===== src/icymd_pkg.sv =====
`timescale 1ns / 1ps

package icymd_pkg;

    typedef enum logic [1:0] {
        KIND_AUDIO = 2'd0,
        KIND_TITLE = 2'd1,
        KIND_END   = 2'd2
    } kind_t;

    typedef enum logic [1:0] {
        PH_AUDIO = 2'd0,
        PH_META  = 2'd1
    } phase_t;

    typedef enum logic [1:0] {
        TP_BEFORE = 2'd0,
        TP_IN     = 2'd1,
        TP_DONE   = 2'd2
    } title_phase_t;

    localparam int INTERVAL_W = 24;
    localparam int META_LEFT_W = 12;
    localparam logic [7:0] CH_EQUALS = 8'h3D;
    localparam logic [7:0] CH_SEMI = 8'h3B;
    localparam logic [3:0] META_UNIT_PAD = 4'h0;

    typedef struct packed {
        logic [7:0] out_byte;
        kind_t      kind;
        logic       last;
    } result_t;

    typedef struct packed {
        logic [1:0] count;
        result_t    r0;
        result_t    r1;
    } parse_out_t;

endpackage


===== src/icymd_if.sv =====
`timescale 1ns / 1ps

interface icymd_stream_if;
    logic       valid;
    logic       ready;
    logic [7:0] data_byte;

    modport source (output valid, output data_byte, input ready);
    modport sink (input valid, input data_byte, output ready);
endinterface

interface icymd_result_if;
    logic       valid;
    logic       ready;
    logic [7:0] out_byte;
    logic [1:0] kind;
    logic       last;

    modport source (output valid, output out_byte, output kind, output last, input ready);
    modport sink (input valid, input out_byte, input kind, input last, output ready);
endinterface

interface icymd_cfg_if;
    logic        valid;
    logic        ready;
    logic [23:0] meta_interval;

    modport source (output valid, output meta_interval, input ready);
    modport sink (input valid, input meta_interval, output ready);
endinterface


===== src/icymd_parse.sv =====
`timescale 1ns / 1ps

module icymd_parse
    import icymd_pkg::*;
(
    input  logic                   clk,
    input  logic                   rst_n,
    input  logic                   cfg_wr,
    input  logic [INTERVAL_W-1:0]  cfg_data,
    input  logic                   consume,
    input  logic [7:0]             data_byte,
    output parse_out_t             res
);

    logic [INTERVAL_W-1:0]  interval_reg;
    phase_t                 phase_reg, phase_next;
    logic [INTERVAL_W-1:0]  audio_left_reg, audio_left_next;
    logic [META_LEFT_W-1:0] meta_left_reg, meta_left_next;
    title_phase_t           tp_reg, tp_next;
    logic                   seen_reg, seen_next;

    always_comb
    begin
        phase_next = phase_reg;
        audio_left_next = audio_left_reg;
        meta_left_next = meta_left_reg;
        tp_next = tp_reg;
        seen_next = seen_reg;
        res = '0;

        if (interval_reg == '0)
        begin
            res.count = 2'd1;
            res.r0.out_byte = data_byte;
            res.r0.kind = KIND_AUDIO;
        end
        else if (phase_reg == PH_AUDIO)
        begin
            if (audio_left_reg != '0)
            begin
                res.count = 2'd1;
                res.r0.out_byte = data_byte;
                res.r0.kind = KIND_AUDIO;
                audio_left_next = audio_left_reg - 1'b1;
            end
            else if (data_byte == 8'd0)
            begin
                audio_left_next = interval_reg;
            end
            else
            begin
                meta_left_next = {data_byte, META_UNIT_PAD};
                tp_next = TP_BEFORE;
                seen_next = 1'b0;
                phase_next = PH_META;
            end
        end
        else
        begin
            meta_left_next = meta_left_reg - 1'b1;
            case (tp_reg)
                TP_BEFORE:
                begin
                    if (data_byte == CH_EQUALS)
                    begin
                        tp_next = TP_IN;
                    end
                end
                TP_IN:
                begin
                    if (data_byte == CH_SEMI)
                    begin
                        tp_next = TP_DONE;
                        if (seen_reg)
                        begin
                            res.count = 2'd1;
                            res.r0.out_byte = 8'd0;
                            res.r0.kind = KIND_END;
                        end
                    end
                    else
                    begin
                        res.count = 2'd1;
                        res.r0.out_byte = data_byte;
                        res.r0.kind = KIND_TITLE;
                        seen_next = 1'b1;
                    end
                end
                default:
                begin
                end
            endcase

            // The block ends here: close an open, non-empty title.
            if (meta_left_next == '0)
            begin
                if (tp_next == TP_IN && seen_next)
                begin
                    if (res.count == 2'd0)
                    begin
                        res.r0.out_byte = 8'd0;
                        res.r0.kind = KIND_END;
                    end
                    else
                    begin
                        res.r1.out_byte = 8'd0;
                        res.r1.kind = KIND_END;
                    end
                    res.count = res.count + 2'd1;
                end
                tp_next = TP_DONE;
                phase_next = PH_AUDIO;
                audio_left_next = interval_reg;
            end
        end

        if (res.count == 2'd1)
        begin
            res.r0.last = 1'b1;
        end
        else if (res.count == 2'd2)
        begin
            res.r1.last = 1'b1;
        end
    end

    always_ff @(posedge clk or negedge rst_n)
    begin
        if (!rst_n)
        begin
            interval_reg <= '0;
            phase_reg <= PH_AUDIO;
            audio_left_reg <= '0;
            meta_left_reg <= '0;
            tp_reg <= TP_BEFORE;
            seen_reg <= 1'b0;
        end
        else if (cfg_wr)
        begin
            interval_reg <= cfg_data;
            phase_reg <= PH_AUDIO;
            audio_left_reg <= cfg_data;
            meta_left_reg <= '0;
            tp_reg <= TP_BEFORE;
            seen_reg <= 1'b0;
        end
        else if (consume && interval_reg != '0)
        begin
            phase_reg <= phase_next;
            audio_left_reg <= audio_left_next;
            meta_left_reg <= meta_left_next;
            tp_reg <= tp_next;
            seen_reg <= seen_next;
        end
    end

endmodule


===== src/icymd_resq.sv =====
`timescale 1ns / 1ps

module icymd_resq
    import icymd_pkg::*;
(
    input  logic                   clk,
    input  logic                   rst_n,
    input  logic                   push_en,
    input  parse_out_t             push_word,
    output logic                   room,
    icymd_result_if.source         result
);

    localparam int DEPTH = 4;

    result_t    ent_reg [DEPTH];
    result_t    ent_next [DEPTH];
    logic [1:0] rd_ptr_reg, rd_ptr_next;
    logic [1:0] wr_ptr_reg, wr_ptr_next;
    logic [2:0] count_reg, count_next;
    logic [1:0] push_n;
    logic       pop;

    assign push_n = push_en ? push_word.count : 2'd0;
    assign pop = result.valid && result.ready;
    assign room = (count_reg <= 3'd2);

    assign result.valid = (count_reg != 3'd0);
    assign result.out_byte = ent_reg[rd_ptr_reg].out_byte;
    assign result.kind = ent_reg[rd_ptr_reg].kind;
    assign result.last = ent_reg[rd_ptr_reg].last;

    always_comb
    begin
        for (int i = 0; i < DEPTH; i++)
        begin
            ent_next[i] = ent_reg[i];
            if (push_n != 2'd0 && wr_ptr_reg == 2'(i))
            begin
                ent_next[i] = push_word.r0;
            end
            if (push_n == 2'd2 && (wr_ptr_reg + 2'd1) == 2'(i))
            begin
                ent_next[i] = push_word.r1;
            end
        end
        wr_ptr_next = wr_ptr_reg + push_n;
        rd_ptr_next = rd_ptr_reg + {1'b0, pop};
        count_next = count_reg + {1'b0, push_n} - {2'b00, pop};
    end

    always_ff @(posedge clk)
    begin
        for (int i = 0; i < DEPTH; i++)
        begin
            ent_reg[i] <= ent_next[i];
        end
    end

    always_ff @(posedge clk or negedge rst_n)
    begin
        if (!rst_n)
        begin
            rd_ptr_reg <= '0;
            wr_ptr_reg <= '0;
            count_reg <= '0;
        end
        else
        begin
            rd_ptr_reg <= rd_ptr_next;
            wr_ptr_reg <= wr_ptr_next;
            count_reg <= count_next;
        end
    end

endmodule


===== src/icy_metadata_demux_top.sv =====
`timescale 1ns / 1ps

// Splits a streaming-radio body into audio words and title words.
// The stream channel takes one body byte per word. The result channel
// gives out_byte, kind (audio, title or end of title) and last, which marks
// the final result caused by one input word. The cfg channel writes the
// metadata interval and restarts framing; it is always ready. It is to be
// written only while the block is idle; the block does not enforce this.
// An accepted byte waits in the input register until the queue has room,
// is parsed into a four-entry result queue, and its results are offered
// from the queue register. One byte is accepted every cycle while the
// queue has room; a byte that yields two results takes two entries.
// When the receiver stalls, the queue fills and the stream channel drops
// ready once the queue holds three or more results. Reset clears the
// interval to zero (pass-through), empties the queue and resets the framing.
module icy_metadata_demux_top
    import icymd_pkg::*;
(
    input  logic           clk,
    input  logic           rst_n,
    icymd_stream_if.sink   stream,
    icymd_cfg_if.sink      cfg,
    icymd_result_if.source result
);

    logic       in_valid_reg;
    logic [7:0] in_byte_reg;
    logic       consume;
    logic       room;
    logic       cfg_wr;
    parse_out_t parse_res;

    assign consume = in_valid_reg && room;
    assign stream.ready = !in_valid_reg || consume;
    assign cfg.ready = 1'b1;
    assign cfg_wr = cfg.valid && cfg.ready;

    always_ff @(posedge clk or negedge rst_n)
    begin
        if (!rst_n)
        begin
            in_valid_reg <= 1'b0;
        end
        else if (stream.ready)
        begin
            in_valid_reg <= stream.valid;
        end
    end

    always_ff @(posedge clk)
    begin
        if (stream.ready && stream.valid)
        begin
            in_byte_reg <= stream.data_byte;
        end
    end

    icymd_parse u_parse (
        .clk       (clk),
        .rst_n     (rst_n),
        .cfg_wr    (cfg_wr),
        .cfg_data  (cfg.meta_interval),
        .consume   (consume),
        .data_byte (in_byte_reg),
        .res       (parse_res)
    );

    icymd_resq u_resq (
        .clk       (clk),
        .rst_n     (rst_n),
        .push_en   (consume),
        .push_word (parse_res),
        .room      (room),
        .result    (result)
    );

endmodule


===== src/flat_wrapper.sv =====
// flat-port wrapper written by rule: the top's interface ports become plain ports
module icy_metadata_demux_top_flat import icymd_pkg::*;
  (clk, rst_n, stream_valid, stream_data_byte, stream_ready, cfg_valid, cfg_meta_interval, cfg_ready, result_valid, result_out_byte, result_kind, result_last, result_ready);
  icymd_stream_if stream_i ();
  icymd_cfg_if cfg_i ();
  icymd_result_if result_i ();
  input  logic clk;
  input  logic rst_n;
  input wire logic [$bits(stream_i.valid)-1:0] stream_valid;
  input wire logic [$bits(stream_i.data_byte)-1:0] stream_data_byte;
  output wire logic [$bits(stream_i.ready)-1:0] stream_ready;
  input wire logic [$bits(cfg_i.valid)-1:0] cfg_valid;
  input wire logic [$bits(cfg_i.meta_interval)-1:0] cfg_meta_interval;
  output wire logic [$bits(cfg_i.ready)-1:0] cfg_ready;
  output wire logic [$bits(result_i.valid)-1:0] result_valid;
  output wire logic [$bits(result_i.out_byte)-1:0] result_out_byte;
  output wire logic [$bits(result_i.kind)-1:0] result_kind;
  output wire logic [$bits(result_i.last)-1:0] result_last;
  input wire logic [$bits(result_i.ready)-1:0] result_ready;
  assign stream_i.valid = stream_valid;
  assign stream_i.data_byte = stream_data_byte;
  assign stream_ready = stream_i.ready;
  assign cfg_i.valid = cfg_valid;
  assign cfg_i.meta_interval = cfg_meta_interval;
  assign cfg_ready = cfg_i.ready;
  assign result_valid = result_i.valid;
  assign result_out_byte = result_i.out_byte;
  assign result_kind = result_i.kind;
  assign result_last = result_i.last;
  assign result_i.ready = result_ready;
  icy_metadata_demux_top u_core (.clk(clk), .rst_n(rst_n), .stream(stream_i), .cfg(cfg_i), .result(result_i));
endmodule

===== config.mk =====
export PLATFORM = sky130hd
export DESIGN_NAME = icy_metadata_demux_top_flat
export DESIGN_NICKNAME = d
export VERILOG_FILES = /design/src/icymd_pkg.sv /design/src/icymd_if.sv /design/src/icymd_parse.sv /design/src/icymd_resq.sv /design/src/icy_metadata_demux_top.sv /design/src/flat_wrapper.sv
export SDC_FILE = /design/constraint.sdc
export NUM_CORES = 1
export LEC_CHECK = 0
export BUFFER_PORTS_ARGS = -buffer_cell sky130_fd_sc_hd__buf_2
export CORE_ASPECT_RATIO = 2
export CORE_UTILIZATION = 65
export DETAILED_ROUTE_END_ITERATION = 7
export PLACE_DENSITY = 0.85
export SLEW_MARGIN = 20
export SYNTH_ARGS = -nofsm -noshare
export SYNTH_HDL_FRONTEND = slang
export SYNTH_SLANG_ARGS = --single-unit

===== constraint.sdc =====
create_clock -name clk -period 12.5 [get_ports clk]
set_clock_uncertainty 0.2 [all_clocks]
set_input_delay 0.625 -clock clk [delete_from_list [all_inputs] [get_ports clk]]
set_output_delay 0.625 -clock clk [all_outputs]
set_load 0.005 [all_outputs]

==> flow_results.xml, run 1 <==
<?xml version="1.0" encoding="UTF-8"?>
<metrics>
  <group name="grt">
    <metric name="antenna_found_initial" unit="">0</metric>
    <metric name="maximum_number_of_pins_on_one_net_before_global_route_repair" unit="">73</metric>
    <metric name="grt_remaining_overflow" unit="">0</metric>
    <metric name="first_global_vias" unit="">5589</metric>
    <metric name="grt_usage" unit="%">35.5</metric>
    <metric name="grt_pass1_wl" unit="mm">27.1</metric>
  </group>
  <group name="pwr">
    <metric name="power.total" unit="W">0.00169</metric>
    <metric name="power_per_cell_area" unit="nW/um2">227</metric>
    <metric name="leakagePower" unit="nW">3.08</metric>
    <metric name="vdd.ir_drop.worst" unit="mV">0.134</metric>
  </group>
  <group name="synth">
    <metric name="edff_count_synth" unit="">52</metric>
    <metric name="synth_cell_types" unit="">68</metric>
    <metric name="yosys.cell_count.top_type" unit="">nor2_1</metric>
    <metric name="yosys_register_bits" unit="">124</metric>
    <metric name="synth_seq_area_share" unit="%">51.0</metric>
    <metric name="async_flop_share" unit="%">58.1</metric>
    <metric name="synth.cell_area" unit="um2">6600</metric>
    <metric name="synth_nets" unit="">719</metric>
    <metric name="synth_largest_area_cell" unit="">dfrtp_1</metric>
    <metric name="synthCells" unit="">672</metric>
    <metric name="largest_cells_by_area_after_synthesis" unit="">dfrtp_1 (27%), edfxtp_1 (24%), nor2_1 (5.1%)</metric>
    <metric name="synth.yosys.warnings" unit="">0</metric>
    <metric name="syn-mean-instance-area" unit="um2">9.81</metric>
    <metric name="netlist.area_leader.share" unit="%">27.3</metric>
    <metric name="yosys_most_used_dff" unit="">dfrtp_1</metric>
    <metric name="synth_commonest_cells" unit="">nor2_1 (90), dfrtp_1 (72), nand2_1 (63)</metric>
  </group>
  <group name="clock_network">
    <metric name="cts_buffer_depth" unit="">2</metric>
    <metric name="clock_sink_count" unit="">124</metric>
    <metric name="tritoncts.num_buffers" unit="">17</metric>
    <metric name="cts_repair_resize_count" unit="">0</metric>
    <metric name="htree_levels" unit="">4</metric>
    <metric name="path_clk_slew" unit="ns">0.05</metric>
    <metric name="clock-root-buffer" unit="">clkbuf_16</metric>
    <metric name="postCtsHoldBufs" unit="">0</metric>
    <metric name="clkLatencyLatePin" unit="ns">0.43</metric>
    <metric name="cts_tree" unit="">done</metric>
    <metric name="postCtsSetupRepairBufs" unit="">0</metric>
  </group>
  <group name="timing">
    <metric name="tightest_slew" unit="ns">1.13</metric>
    <metric name="report.final.setup_viol" unit="">0</metric>
    <metric name="timing.final.crit_period" unit="ns">4.75</metric>
    <metric name="layout_worst_path_cycle_share" unit="%">38.0</metric>
    <metric name="slew_headroom" unit="%">24.3</metric>
    <metric name="slew_violations" unit="">0</metric>
    <metric name="fin_worst_hold_slack" unit="ns">0.174</metric>
    <metric name="fmaxAchievable" unit="MHz">211</metric>
    <metric name="setup_repair_after_global_routing_missed_its_margin" unit="">no</metric>
    <metric name="tns" unit="ns">0</metric>
    <metric name="timing_hold_violations_final" unit="">0</metric>
  </group>
  <group name="die">
    <metric name="ios" unit="">51</metric>
    <metric name="core_area" unit="um2">9830</metric>
    <metric name="floorplan_die_height" unit="um">144</metric>
    <metric name="floorplan.rows" unit="">51</metric>
    <metric name="dieWidth" unit="um">73.2</metric>
    <metric name="start_util" unit="%">67.1</metric>
    <metric name="die_area" unit="um2">10600</metric>
  </group>
  <group name="flow_run">
    <metric name="max_cap_viol_count" unit="">0</metric>
  </group>
  <group name="detailed_routing">
    <metric name="initialDrtViolationCount" unit="">536</metric>
    <metric name="finalWirelength" unit="mm">17.0</metric>
    <metric name="post_drt_wl_per_cell" unit="um">20.0</metric>
    <metric name="num_vias" unit="">5545</metric>
    <metric name="antenna_left" unit="">0</metric>
    <metric name="drc" unit="">0</metric>
    <metric name="post_drt_via_cell_ratio" unit="">6.53</metric>
    <metric name="detailedRoute.firstPassIterationCount" unit="">5</metric>
  </group>
  <group name="layout">
    <metric name="num-fill-cells" unit="">728</metric>
    <metric name="area_delta_synth_final" unit="%">12.8</metric>
    <metric name="drive_above_1_share" unit="%">16.2</metric>
    <metric name="largest_register_ffs" unit="">44</metric>
    <metric name="diodes" unit="">0</metric>
    <metric name="nets" unit="">751</metric>
    <metric name="postLayoutCoreUtil" unit="%">75.7</metric>
  </group>
  <group name="critical_path">
    <metric name="cp_data_arrival_time" unit="ns">4.59</metric>
    <metric name="critical-path-top-delay-family" unit="">simple AND/OR/NAND/NOR gates</metric>
    <metric name="critical_path.max_fanout" unit="">37</metric>
    <metric name="timing.critical_path.slowest_cell_delay" unit="ns">0.88</metric>
    <metric name="path_buf_inv" unit="">2</metric>
    <metric name="worstPathCellList" unit="">inv_1 -&gt; ha_1 -&gt; nor4b_1 -&gt; nand3_1 -&gt; o31a_1 -&gt; buf_4 -&gt; a311o_1 -&gt; nor3b_2 -&gt; mux2i_1 -&gt; nor2_1</metric>
    <metric name="critPathCaptureType" unit="">flop</metric>
    <metric name="worstSetupStartpointType" unit="">flop</metric>
    <metric name="timing_worst_setup_path_type" unit="">reg2reg</metric>
    <metric name="critPathRequiredTime" unit="ns">12.34</metric>
    <metric name="slowest_stage" unit="">nor2_1</metric>
  </group>
  <group name="place">
    <metric name="routabilityCongestion" unit="">0.971</metric>
    <metric name="post-dp-hpwl" unit="mm">12.1</metric>
    <metric name="port_buffers" unit="">49</metric>
  </group>
  <group name="hold_path">
    <metric name="min_delay_path_class" unit="">in2reg</metric>
  </group>
  <group name="status">
    <metric name="outcome" unit="">finished clean</metric>
  </group>
</metrics>
==> per-layer routing <==
layer	part of all wire [%]	track usage [%]	up-vias
li1	-	-	2515
met1	31	31.9	2644
met2	55	64.6	281
met3	5.4	10.2	105
met4	7.9	26.2	0
met5	0	0	-
==> cell type report <==
cell class	instances	area [um2]	area share, %
clock inverter	14	146	1.97
timing repair buffer	53	275	3.70
inverter	34	128	1.72
multi-input combinational	474	2930	39.4
tap	132	165	2.22
clock buffer	18	429	5.77
sequential	124	3360	45.2
==> path summary, 6_finish.rpt <==
| path | startpoint | end | slack, ns | cells past startpoint |
|---|---|---|---|---|
| worst min-delay path | stream_data_byte[5] | u_core.in_byte_reg[5] | 0.17 | 1 |
| worst min register to register | u_core.u_resq.count_reg[2] | u_core.u_resq.count_reg[2] | 0.31 | 1 |
| worst max register to register | u_core.u_parse.audio_left_reg[0] | u_core.u_resq.ent_reg[3][6] | 7.75 | 10 |
| min in group asynchronous | rst_n | u_core.u_parse.interval_reg[20] | 0.19 | 2 |
| max in group asynchronous | rst_n | u_core.u_resq.count_reg[1] | 11.25 | 2 |
| worst max-delay path | u_core.u_parse.audio_left_reg[0] | u_core.u_resq.ent_reg[3][6] | 7.75 | 10 |
==> per-stage QoR <==
| step | cell area, um2 | setup WS [ns] | cells |
|---|---|---|---|
| after floorplan | 6600 | 8.21 | 672 |
| after global placement | 6870 | 7.98 | 817 |
| after detailed placement | 6870 | 7.86 | 817 |
| after CTS | 7440 | 7.82 | 849 |
| after global routing | 7440 | 7.50 | 849 |
| final | 7440 | 7.75 | 849 |
==> cells in the final DEF, fill, tap and decap left out, types with 7 or more instances in the layout <==
cell       count
o21ai_0       53
nand2b_1       9
nand2_1       63
o31ai_1       11
nor4_1        20
inv_1         33
nand4_1        8
mux4_2        11
a21oi_1       38
dfrtp_1       72
nor2_1        90
edfxtp_1      52
mux2_2         8
o21bai_1       7
buf_2         49
ha_1           9
clkbuf_16     17
nor3_1        17
nand3_1       17
or3_1          8
==> power breakdown <==
group	switching, W	total, W	internal [W]
sequential	0.000110	0.000649	0.000539
clock	0.000188	0.000481	0.000293
combinational	0.000343	0.000560	0.000217
total	0.000641	0.00169	0.00105
==> cells by family after synthesis <==
logic type	synth area share, %
simple gates	20.0
compound gates	15.5
flops	51.0
buf+inv	4.59
mux	5.58
fa+ha+maj	2.01
xor+xnor	1.33
other cells	0.0569
==> worst register-to-register path, cell delays in order, from the launching register on <==
cell     delay (ns)
dfrtp_1        0.43
inv_1          0.10
ha_1           0.23
nor4b_1        0.35
nand3_1        0.32
o31a_1         0.38
buf_4          0.26
a311o_1        0.38
nor3b_2        0.61
mux2i_1        0.23
nor2_1         0.88
Power figures use the tool's default switching activity.
==> run 2: changes to the inputs <==
--- a/config.mk
+++ b/config.mk
@@ -7,9 +7,9 @@
 export LEC_CHECK = 0
 export BUFFER_PORTS_ARGS = -buffer_cell sky130_fd_sc_hd__buf_2
 export CORE_ASPECT_RATIO = 2
-export CORE_UTILIZATION = 65
+export CORE_UTILIZATION = 60
 export DETAILED_ROUTE_END_ITERATION = 7
-export PLACE_DENSITY = 0.85
+export PLACE_DENSITY = 0.8
 export SLEW_MARGIN = 20
 export SYNTH_ARGS = -nofsm -noshare
 export SYNTH_HDL_FRONTEND = slang
==> constraint.sdc (replaced) <==
create_clock -name clk -period 4.8 [get_ports clk]
set_clock_uncertainty 0.2 [all_clocks]
set_input_delay 0.24 -clock clk [delete_from_list [all_inputs] [get_ports clk]]
set_output_delay 0.24 -clock clk [all_outputs]
set_load 0.005 [all_outputs]
==> flow_results.xml, run 2 (same netlist as run 1, synthesis figures left out) <==
<?xml version="1.0" encoding="UTF-8"?>
<metrics>
  <group name="critical_path">
    <metric name="worst_flop_to_flop_path_startpoint" unit="">u_core.u_parse.meta_left_reg[1]</metric>
    <metric name="critical_path.most_common_cell" unit="">inv_1</metric>
    <metric name="timing_worst_setup_path_type" unit="">reg2reg</metric>
    <metric name="timing.critical_path.slowest_cell_delay" unit="ns">0.58</metric>
    <metric name="critPathRequiredTime" unit="ns">4.90</metric>
    <metric name="critPathCaptureType" unit="">flop</metric>
    <metric name="worstPathCellList" unit="">inv_1 -&gt; ha_1 -&gt; or3b_2 -&gt; nor4_1 -&gt; xnor2_1 -&gt; a21oi_1 -&gt; nor3b_4 -&gt; nor2_1 -&gt; inv_1 -&gt; ha_1 -&gt; inv_1 -&gt; ha_1 -&gt; inv_1 -&gt; fa_1 -&gt; xor2_1 -&gt; xnor2_1</metric>
    <metric name="startpoint" unit="">u_core.u_parse.meta_left_reg[1]</metric>
    <metric name="slowest_stage" unit="">or3b_2</metric>
    <metric name="cp_data_arrival_time" unit="ns">4.54</metric>
    <metric name="worstSetupStartpointType" unit="">flop</metric>
    <metric name="path_buf_inv" unit="">4</metric>
    <metric name="critical_path.max_fanout" unit="">11</metric>
    <metric name="worst-r2r-setup-slack" unit="ns">0.37</metric>
    <metric name="critical-path-top-delay-family" unit="">simple AND/OR/NAND/NOR gates</metric>
  </group>
  <group name="timing">
    <metric name="tns" unit="ns">0</metric>
    <metric name="slew_headroom" unit="%">31.3</metric>
    <metric name="layout_worst_path_cycle_share" unit="%">92.4</metric>
    <metric name="fmaxAchievable" unit="MHz">226</metric>
    <metric name="timing.final.crit_period" unit="ns">4.43</metric>
    <metric name="fin_worst_hold_slack" unit="ns">0.0271</metric>
    <metric name="timing_hold_violations_final" unit="">0</metric>
    <metric name="setup_repair_after_global_routing_missed_its_margin" unit="">no</metric>
    <metric name="tightest_slew" unit="ns">1.03</metric>
    <metric name="report.final.setup_viol" unit="">0</metric>
    <metric name="fin_ws" unit="ns">0.366</metric>
    <metric name="slew_violations" unit="">0</metric>
  </group>
  <group name="detailed_routing">
    <metric name="post_drt_via_cell_ratio" unit="">6.35</metric>
    <metric name="num_vias" unit="">5700</metric>
    <metric name="antenna_left" unit="">0</metric>
    <metric name="m1WireLength" unit="mm">5.41</metric>
    <metric name="drc" unit="">0</metric>
    <metric name="initialDrtViolationCount" unit="">393</metric>
    <metric name="finalWirelength" unit="mm">16.8</metric>
    <metric name="post_drt_wl_per_cell" unit="um">18.8</metric>
    <metric name="route.met3.wl" unit="um">840</metric>
    <metric name="detailedRoute.firstPassIterationCount" unit="">5</metric>
    <metric name="highest-signal-layer" unit="">met4</metric>
    <metric name="metal2_wl" unit="mm">9.45</metric>
  </group>
  <group name="hold_path">
    <metric name="min_delay_path_class" unit="">in2reg</metric>
    <metric name="start_point_of_the_worst_min_delay_path" unit="">result_ready</metric>
  </group>
  <group name="place">
    <metric name="number_of_instances_in_the_placed_design" unit="">831</metric>
    <metric name="routabilityCongestion" unit="">0.908</metric>
    <metric name="placement.setup.worst_slack" unit="ns">0.322</metric>
    <metric name="post-dp-hpwl" unit="mm">12.0</metric>
    <metric name="port_buffers" unit="">49</metric>
  </group>
  <group name="pwr">
    <metric name="vdd.ir_drop.worst" unit="mV">0.314</metric>
    <metric name="power_per_cell_area" unit="nW/um2">569</metric>
    <metric name="leakagePower" unit="nW">3.27</metric>
  </group>
  <group name="clock_network">
    <metric name="tritoncts.num_buffers" unit="">17</metric>
    <metric name="cts_buffer_depth" unit="">2</metric>
    <metric name="postCtsSetupRepairBufs" unit="">0</metric>
    <metric name="path_clk_slew" unit="ns">0.06</metric>
    <metric name="htree_levels" unit="">4</metric>
    <metric name="cts_tree" unit="">done</metric>
    <metric name="clock-root-buffer" unit="">clkbuf_16</metric>
    <metric name="clock_sink_count" unit="">124</metric>
    <metric name="clkLatencyLatePin" unit="ns">0.42</metric>
  </group>
  <group name="die">
    <metric name="core_area" unit="um2">10600</metric>
    <metric name="dieWidth" unit="um">76.1</metric>
    <metric name="ios" unit="">51</metric>
    <metric name="floorplan_die_height" unit="um">150</metric>
    <metric name="start_util" unit="%">62.2</metric>
    <metric name="floorplan.rows" unit="">53</metric>
    <metric name="die_area" unit="um2">11400</metric>
  </group>
  <group name="layout">
    <metric name="multi_input_combinational_cell_area" unit="um2">2940</metric>
    <metric name="leading_cell_types_in_the_layout_fill_and_taps_excluded" unit="">nor2_1 (90), dfrtp_1 (72), nand2_1 (63), o21ai_0 (53), edfxtp_1 (52)</metric>
    <metric name="largest_register_ffs" unit="">44</metric>
    <metric name="mostFrequentLayoutCell" unit="">nor2_1</metric>
    <metric name="area_delta_synth_final" unit="%">19.4</metric>
    <metric name="num-fill-cells" unit="">734</metric>
    <metric name="postLayoutCoreUtil" unit="%">74.2</metric>
    <metric name="stdcell_count" unit="">897</metric>
    <metric name="drive_above_1_share" unit="%">16.7</metric>
    <metric name="regArea" unit="um2">3360</metric>
    <metric name="diodes" unit="">0</metric>
    <metric name="nets" unit="">794</metric>
  </group>
  <group name="grt">
    <metric name="grt_pass1_wl" unit="mm">27.8</metric>
    <metric name="antenna_found_initial" unit="">0</metric>
    <metric name="grt_remaining_overflow" unit="">0</metric>
    <metric name="grt_usage" unit="%">31.7</metric>
    <metric name="maximum_number_of_pins_on_one_net_before_global_route_repair" unit="">73</metric>
    <metric name="first_global_vias" unit="">5807</metric>
  </group>
  <group name="flow_run">
    <metric name="max_cap_viol_count" unit="">0</metric>
  </group>
  <group name="status">
    <metric name="outcome" unit="">finished clean</metric>
  </group>
</metrics>
==> run 2: timing repair <==
action	in CTS	in global routing
gates resized for setup	0	1
hold buffers	34	0
setup endpoints to repair	0	1
hold endpoints to repair	127	0
==> run 2: final timing paths <==
kind                                                endpoint  depth (start not counted)
min in group asynchronous  u_core.u_parse.audio_left_reg[21]                          3
max in group asynchronous         u_core.u_resq.count_reg[2]                          3
max reg2reg                       u_core.u_resq.count_reg[2]                         16
min                              u_core.u_resq.rd_ptr_reg[0]                          3
min reg2reg                       u_core.u_resq.count_reg[2]                          1
max                               u_core.u_resq.count_reg[2]                         16
==> run 2: routing by layer <==
| layer | up-vias | global-route usage, % |
|---|---|---|
| met5 | - | 0 |
| met4 | 0 | 21.5 |
| met3 | 96 | 6.55 |
| met2 | 264 | 60.5 |
| met1 | 2725 | 29.9 |
| li1 | 2615 | - |
==> run 2: cell type report <==
cell class | count | area share, %
clock inverter | 14 | 1.99
sequential | 124 | 42.7
timing repair buffer | 96 | 8.68
tap | 137 | 2.18
multi-input combinational | 474 | 37.4
inverter | 34 | 1.62
clock buffer | 18 | 5.45
==> run 2: worst reg2reg max path, stage by stage, from the launching register on <==
cell     delay [ns]
dfrtp_1        0.46
inv_1          0.15
ha_1           0.33
or3b_2         0.58
nor4_1         0.44
xnor2_1        0.25
a21oi_1        0.16
nor3b_4        0.43
nor2_1         0.12
inv_1          0.08
ha_1           0.22
inv_1          0.05
ha_1           0.13
inv_1          0.05
fa_1           0.38
xor2_1         0.16
xnor2_1        0.12
==> run 2: power breakdown <==
group | internal, W | switching, W | total [W]
Sequential | 0.00140 | 0.000288 | 0.00169
Clock | 0.000774 | 0.000497 | 0.00127
Combinational | 0.000612 | 0.000906 | 0.00152
==> run 2: per-stage QoR <==
step           area (um2)  power, W
2_1_floorplan        6600   0.00269
3_3_place_gp         6940   0.00309
3_5_place_dp         6940   0.00316
4_1_cts              7870   0.00446
5_1_grt              7870   0.00473
6_report             7870   0.00448
==> run 3: changes to the inputs <==
==> constraint.sdc (replaced) <==
create_clock -name clk -period 4.6 [get_ports clk]
set_clock_uncertainty 0.2 [all_clocks]
set_input_delay 0.23 -clock clk [delete_from_list [all_inputs] [get_ports clk]]
set_output_delay 0.23 -clock clk [all_outputs]
set_load 0.005 [all_outputs]
==> flow_results.xml, run 3 (same netlist as run 1, synthesis figures left out) <==
<?xml version="1.0" encoding="UTF-8"?>
<metrics>
  <group name="layout">
    <metric name="mostFrequentLayoutCell" unit="">nor2_1</metric>
    <metric name="largest_register_ffs" unit="">44</metric>
    <metric name="area_delta_synth_final" unit="%">20.1</metric>
    <metric name="stdcell_count" unit="">899</metric>
    <metric name="leading_cell_types_in_the_layout_fill_and_taps_excluded" unit="">nor2_1 (90), dfrtp_1 (72), nand2_1 (63), o21ai_0 (53), edfxtp_1 (52)</metric>
    <metric name="diodes" unit="">0</metric>
    <metric name="nets" unit="">796</metric>
    <metric name="drive_above_1_share" unit="%">17.5</metric>
  </group>
  <group name="pwr">
    <metric name="internal_power" unit="W">0.00298</metric>
    <metric name="total_switching_power" unit="W">0.00180</metric>
    <metric name="vdd.ir_drop.worst" unit="mV">0.394</metric>
    <metric name="power_frac_seq" unit="%">37.1</metric>
    <metric name="switching_share" unit="%">37.7</metric>
    <metric name="combPwrFrac" unit="%">33.8</metric>
    <metric name="power.clock.fraction" unit="%">29.1</metric>
    <metric name="power_per_cell_area" unit="nW/um2">603</metric>
    <metric name="power.total" unit="W">0.00478</metric>
    <metric name="leakagePower" unit="nW">3.30</metric>
  </group>
  <group name="clock_network">
    <metric name="cts_buffer_depth" unit="">2</metric>
    <metric name="path_clk_slew" unit="ns">0.06</metric>
    <metric name="clock_sink_count" unit="">124</metric>
    <metric name="clock-root-buffer" unit="">clkbuf_16</metric>
    <metric name="tritoncts.num_buffers" unit="">17</metric>
    <metric name="clkLatencyLatePin" unit="ns">0.43</metric>
    <metric name="postCtsSetupRepairBufs" unit="">0</metric>
    <metric name="cts_tree" unit="">done</metric>
    <metric name="htree_levels" unit="">4</metric>
  </group>
  <group name="timing">
    <metric name="slew_violations" unit="">0</metric>
    <metric name="report.final.setup_viol" unit="">0</metric>
    <metric name="fin_ws" unit="ns">0.310</metric>
    <metric name="layout_worst_path_cycle_share" unit="%">93.3</metric>
    <metric name="tightest_slew" unit="ns">0.991</metric>
    <metric name="timing.final.crit_period" unit="ns">4.29</metric>
    <metric name="slew_headroom" unit="%">33.7</metric>
    <metric name="fmaxAchievable" unit="MHz">233</metric>
    <metric name="tns" unit="ns">0</metric>
    <metric name="fin_worst_hold_slack" unit="ns">0.0299</metric>
    <metric name="setup_repair_after_global_routing_missed_its_margin" unit="">no</metric>
    <metric name="timing_hold_violations_final" unit="">0</metric>
  </group>
  <group name="die">
    <metric name="floorplan_die_height" unit="um">150</metric>
    <metric name="die_area" unit="um2">11400</metric>
    <metric name="ios" unit="">51</metric>
    <metric name="start_util" unit="%">62.2</metric>
    <metric name="dieWidth" unit="um">76.1</metric>
    <metric name="core_area" unit="um2">10600</metric>
    <metric name="floorplan.rows" unit="">53</metric>
  </group>
  <group name="grt">
    <metric name="grt_remaining_overflow" unit="">0</metric>
    <metric name="antenna_found_initial" unit="">0</metric>
    <metric name="grt_pass1_wl" unit="mm">27.6</metric>
    <metric name="grt_usage" unit="%">32.2</metric>
    <metric name="first_global_vias" unit="">5806</metric>
    <metric name="maximum_number_of_pins_on_one_net_before_global_route_repair" unit="">73</metric>
  </group>
  <group name="flow_run">
    <metric name="max_cap_viol_count" unit="">0</metric>
  </group>
  <group name="critical_path">
    <metric name="worstPathCellList" unit="">inv_1 -&gt; ha_1 -&gt; or3b_2 -&gt; nor4_2 -&gt; xnor2_1 -&gt; a21oi_1 -&gt; nor3b_2 -&gt; nor2_1 -&gt; inv_1 -&gt; ha_1 -&gt; inv_1 -&gt; ha_1 -&gt; inv_1 -&gt; fa_1 -&gt; xor2_1 -&gt; xnor2_1</metric>
    <metric name="critPathRequiredTime" unit="ns">4.71</metric>
    <metric name="cp_data_arrival_time" unit="ns">4.40</metric>
    <metric name="path_buf_inv" unit="">4</metric>
    <metric name="timing_worst_setup_path_type" unit="">reg2reg</metric>
    <metric name="timing.critical_path.slowest_cell_delay" unit="ns">0.59</metric>
    <metric name="worstSetupStartpointType" unit="">flop</metric>
    <metric name="critical_path.most_common_cell" unit="">inv_1</metric>
    <metric name="slowest_stage" unit="">or3b_2</metric>
    <metric name="critical-path-top-delay-family" unit="">simple AND/OR/NAND/NOR gates</metric>
    <metric name="critPathCaptureType" unit="">flop</metric>
    <metric name="critical_path.max_fanout" unit="">11</metric>
  </group>
  <group name="hold_path">
    <metric name="min_delay_path_class" unit="">in2reg</metric>
  </group>
  <group name="place">
    <metric name="number_of_instances_in_the_placed_design" unit="">833</metric>
    <metric name="routabilityCongestion" unit="">0.930</metric>
    <metric name="port_buffers" unit="">49</metric>
    <metric name="placement.setup.worst_slack" unit="ns">0.209</metric>
    <metric name="post-dp-hpwl" unit="mm">12.1</metric>
  </group>
  <group name="detailed_routing">
    <metric name="antenna_left" unit="">0</metric>
    <metric name="post_drt_wl_per_cell" unit="um">19.6</metric>
    <metric name="num_vias" unit="">5690</metric>
    <metric name="post_drt_via_cell_ratio" unit="">6.33</metric>
    <metric name="detailedRoute.firstPassIterationCount" unit="">6</metric>
    <metric name="initialDrtViolationCount" unit="">498</metric>
    <metric name="drc" unit="">0</metric>
    <metric name="finalWirelength" unit="mm">17.6</metric>
  </group>
  <group name="status">
    <metric name="outcome" unit="">finished clean</metric>
  </group>
</metrics>
## run 3: cell count changes in the layout (fill, tap and decap cells not counted), sizes merged
cell / delta
clkinvlp: +2
clkbuf: -1
bufinv: +1
inv: -2
buf: +2
## run 3: tightest hold or removal path, stage by stage
cell	delay, ns
buf_2	0.07
and2_1	0.16
ha_1	0.15
## run 3: routing by layer
metal  vias to the layer above  part of all wire (%)  global-route usage (%)
met5                         -                     0                       0
met4                         0                   7.4                    26.3
met3                        98                   4.8                    6.24
met2                       302                    56                    63.2
met1                      2689                    32                    27.2
li1                       2601                     -                       -
## run 3: metrics by stage
| step | utilization (%) | instance area [um2] |
|---|---|---|
| after floorplan | - | 6600 |
| after global placement | 65.5 | 6950 |
| after detailed placement | 65.5 | 6950 |
| after CTS | 74.5 | 7910 |
| after global routing | 74.6 | 7920 |
| final | 74.6 | 7920 |
## run 3: worst paths after layout
path                                                  from                           endpoint  slack, ns  cells after the start
min                                           result_ready        u_core.u_resq.rd_ptr_reg[0]       0.03                      3
max reg2reg                u_core.u_parse.meta_left_reg[0]         u_core.u_resq.count_reg[2]       0.31                     16
min reg2reg                     u_core.u_resq.count_reg[2]         u_core.u_resq.count_reg[2]       0.30                      1
max                        u_core.u_parse.meta_left_reg[0]         u_core.u_resq.count_reg[2]       0.31                     16
min in group asynchronous                            rst_n  u_core.u_parse.audio_left_reg[23]       0.34                      3
max in group asynchronous                            rst_n   u_core.u_parse.meta_left_reg[10]       3.21                      3
## run 3: final cells by class
| cell class | instances | area [um2] |
|---|---|---|
| Timing Repair Buffer | 98 | 698 |
| Tap cell | 137 | 171 |
| Inverter | 34 | 128 |
| Fill cell | 748 | 2690 |
| Multi-Input combinational cell | 474 | 2950 |
| Clock buffer | 17 | 425 |
| Sequential cell | 124 | 3360 |
| Clock inverter | 15 | 186 |
## run 3: power groups by stage
| stage | Clock, W | Sequential, W | Combinational [W] |
|---|---|---|---|
| final | 0.00139 | 0.00177 | 0.00161 |
| after CTS | 0.00139 | 0.00176 | 0.00159 |
| after detailed placement | 0 | 0.00177 | 0.00154 |
| after floorplan | 0 | 0.00161 | 0.00119 |
| after global placement | 0 | 0.00175 | 0.00147 |
| after global routing | 0.00144 | 0.00180 | 0.00175 |
## run 3: timing repair
action | CTS | global route
endpoints found under the setup margin | 0 | 23
hold endpoints to repair | 127 | 0
resized for setup | 0 | 1
hold buffers | 34 | 0
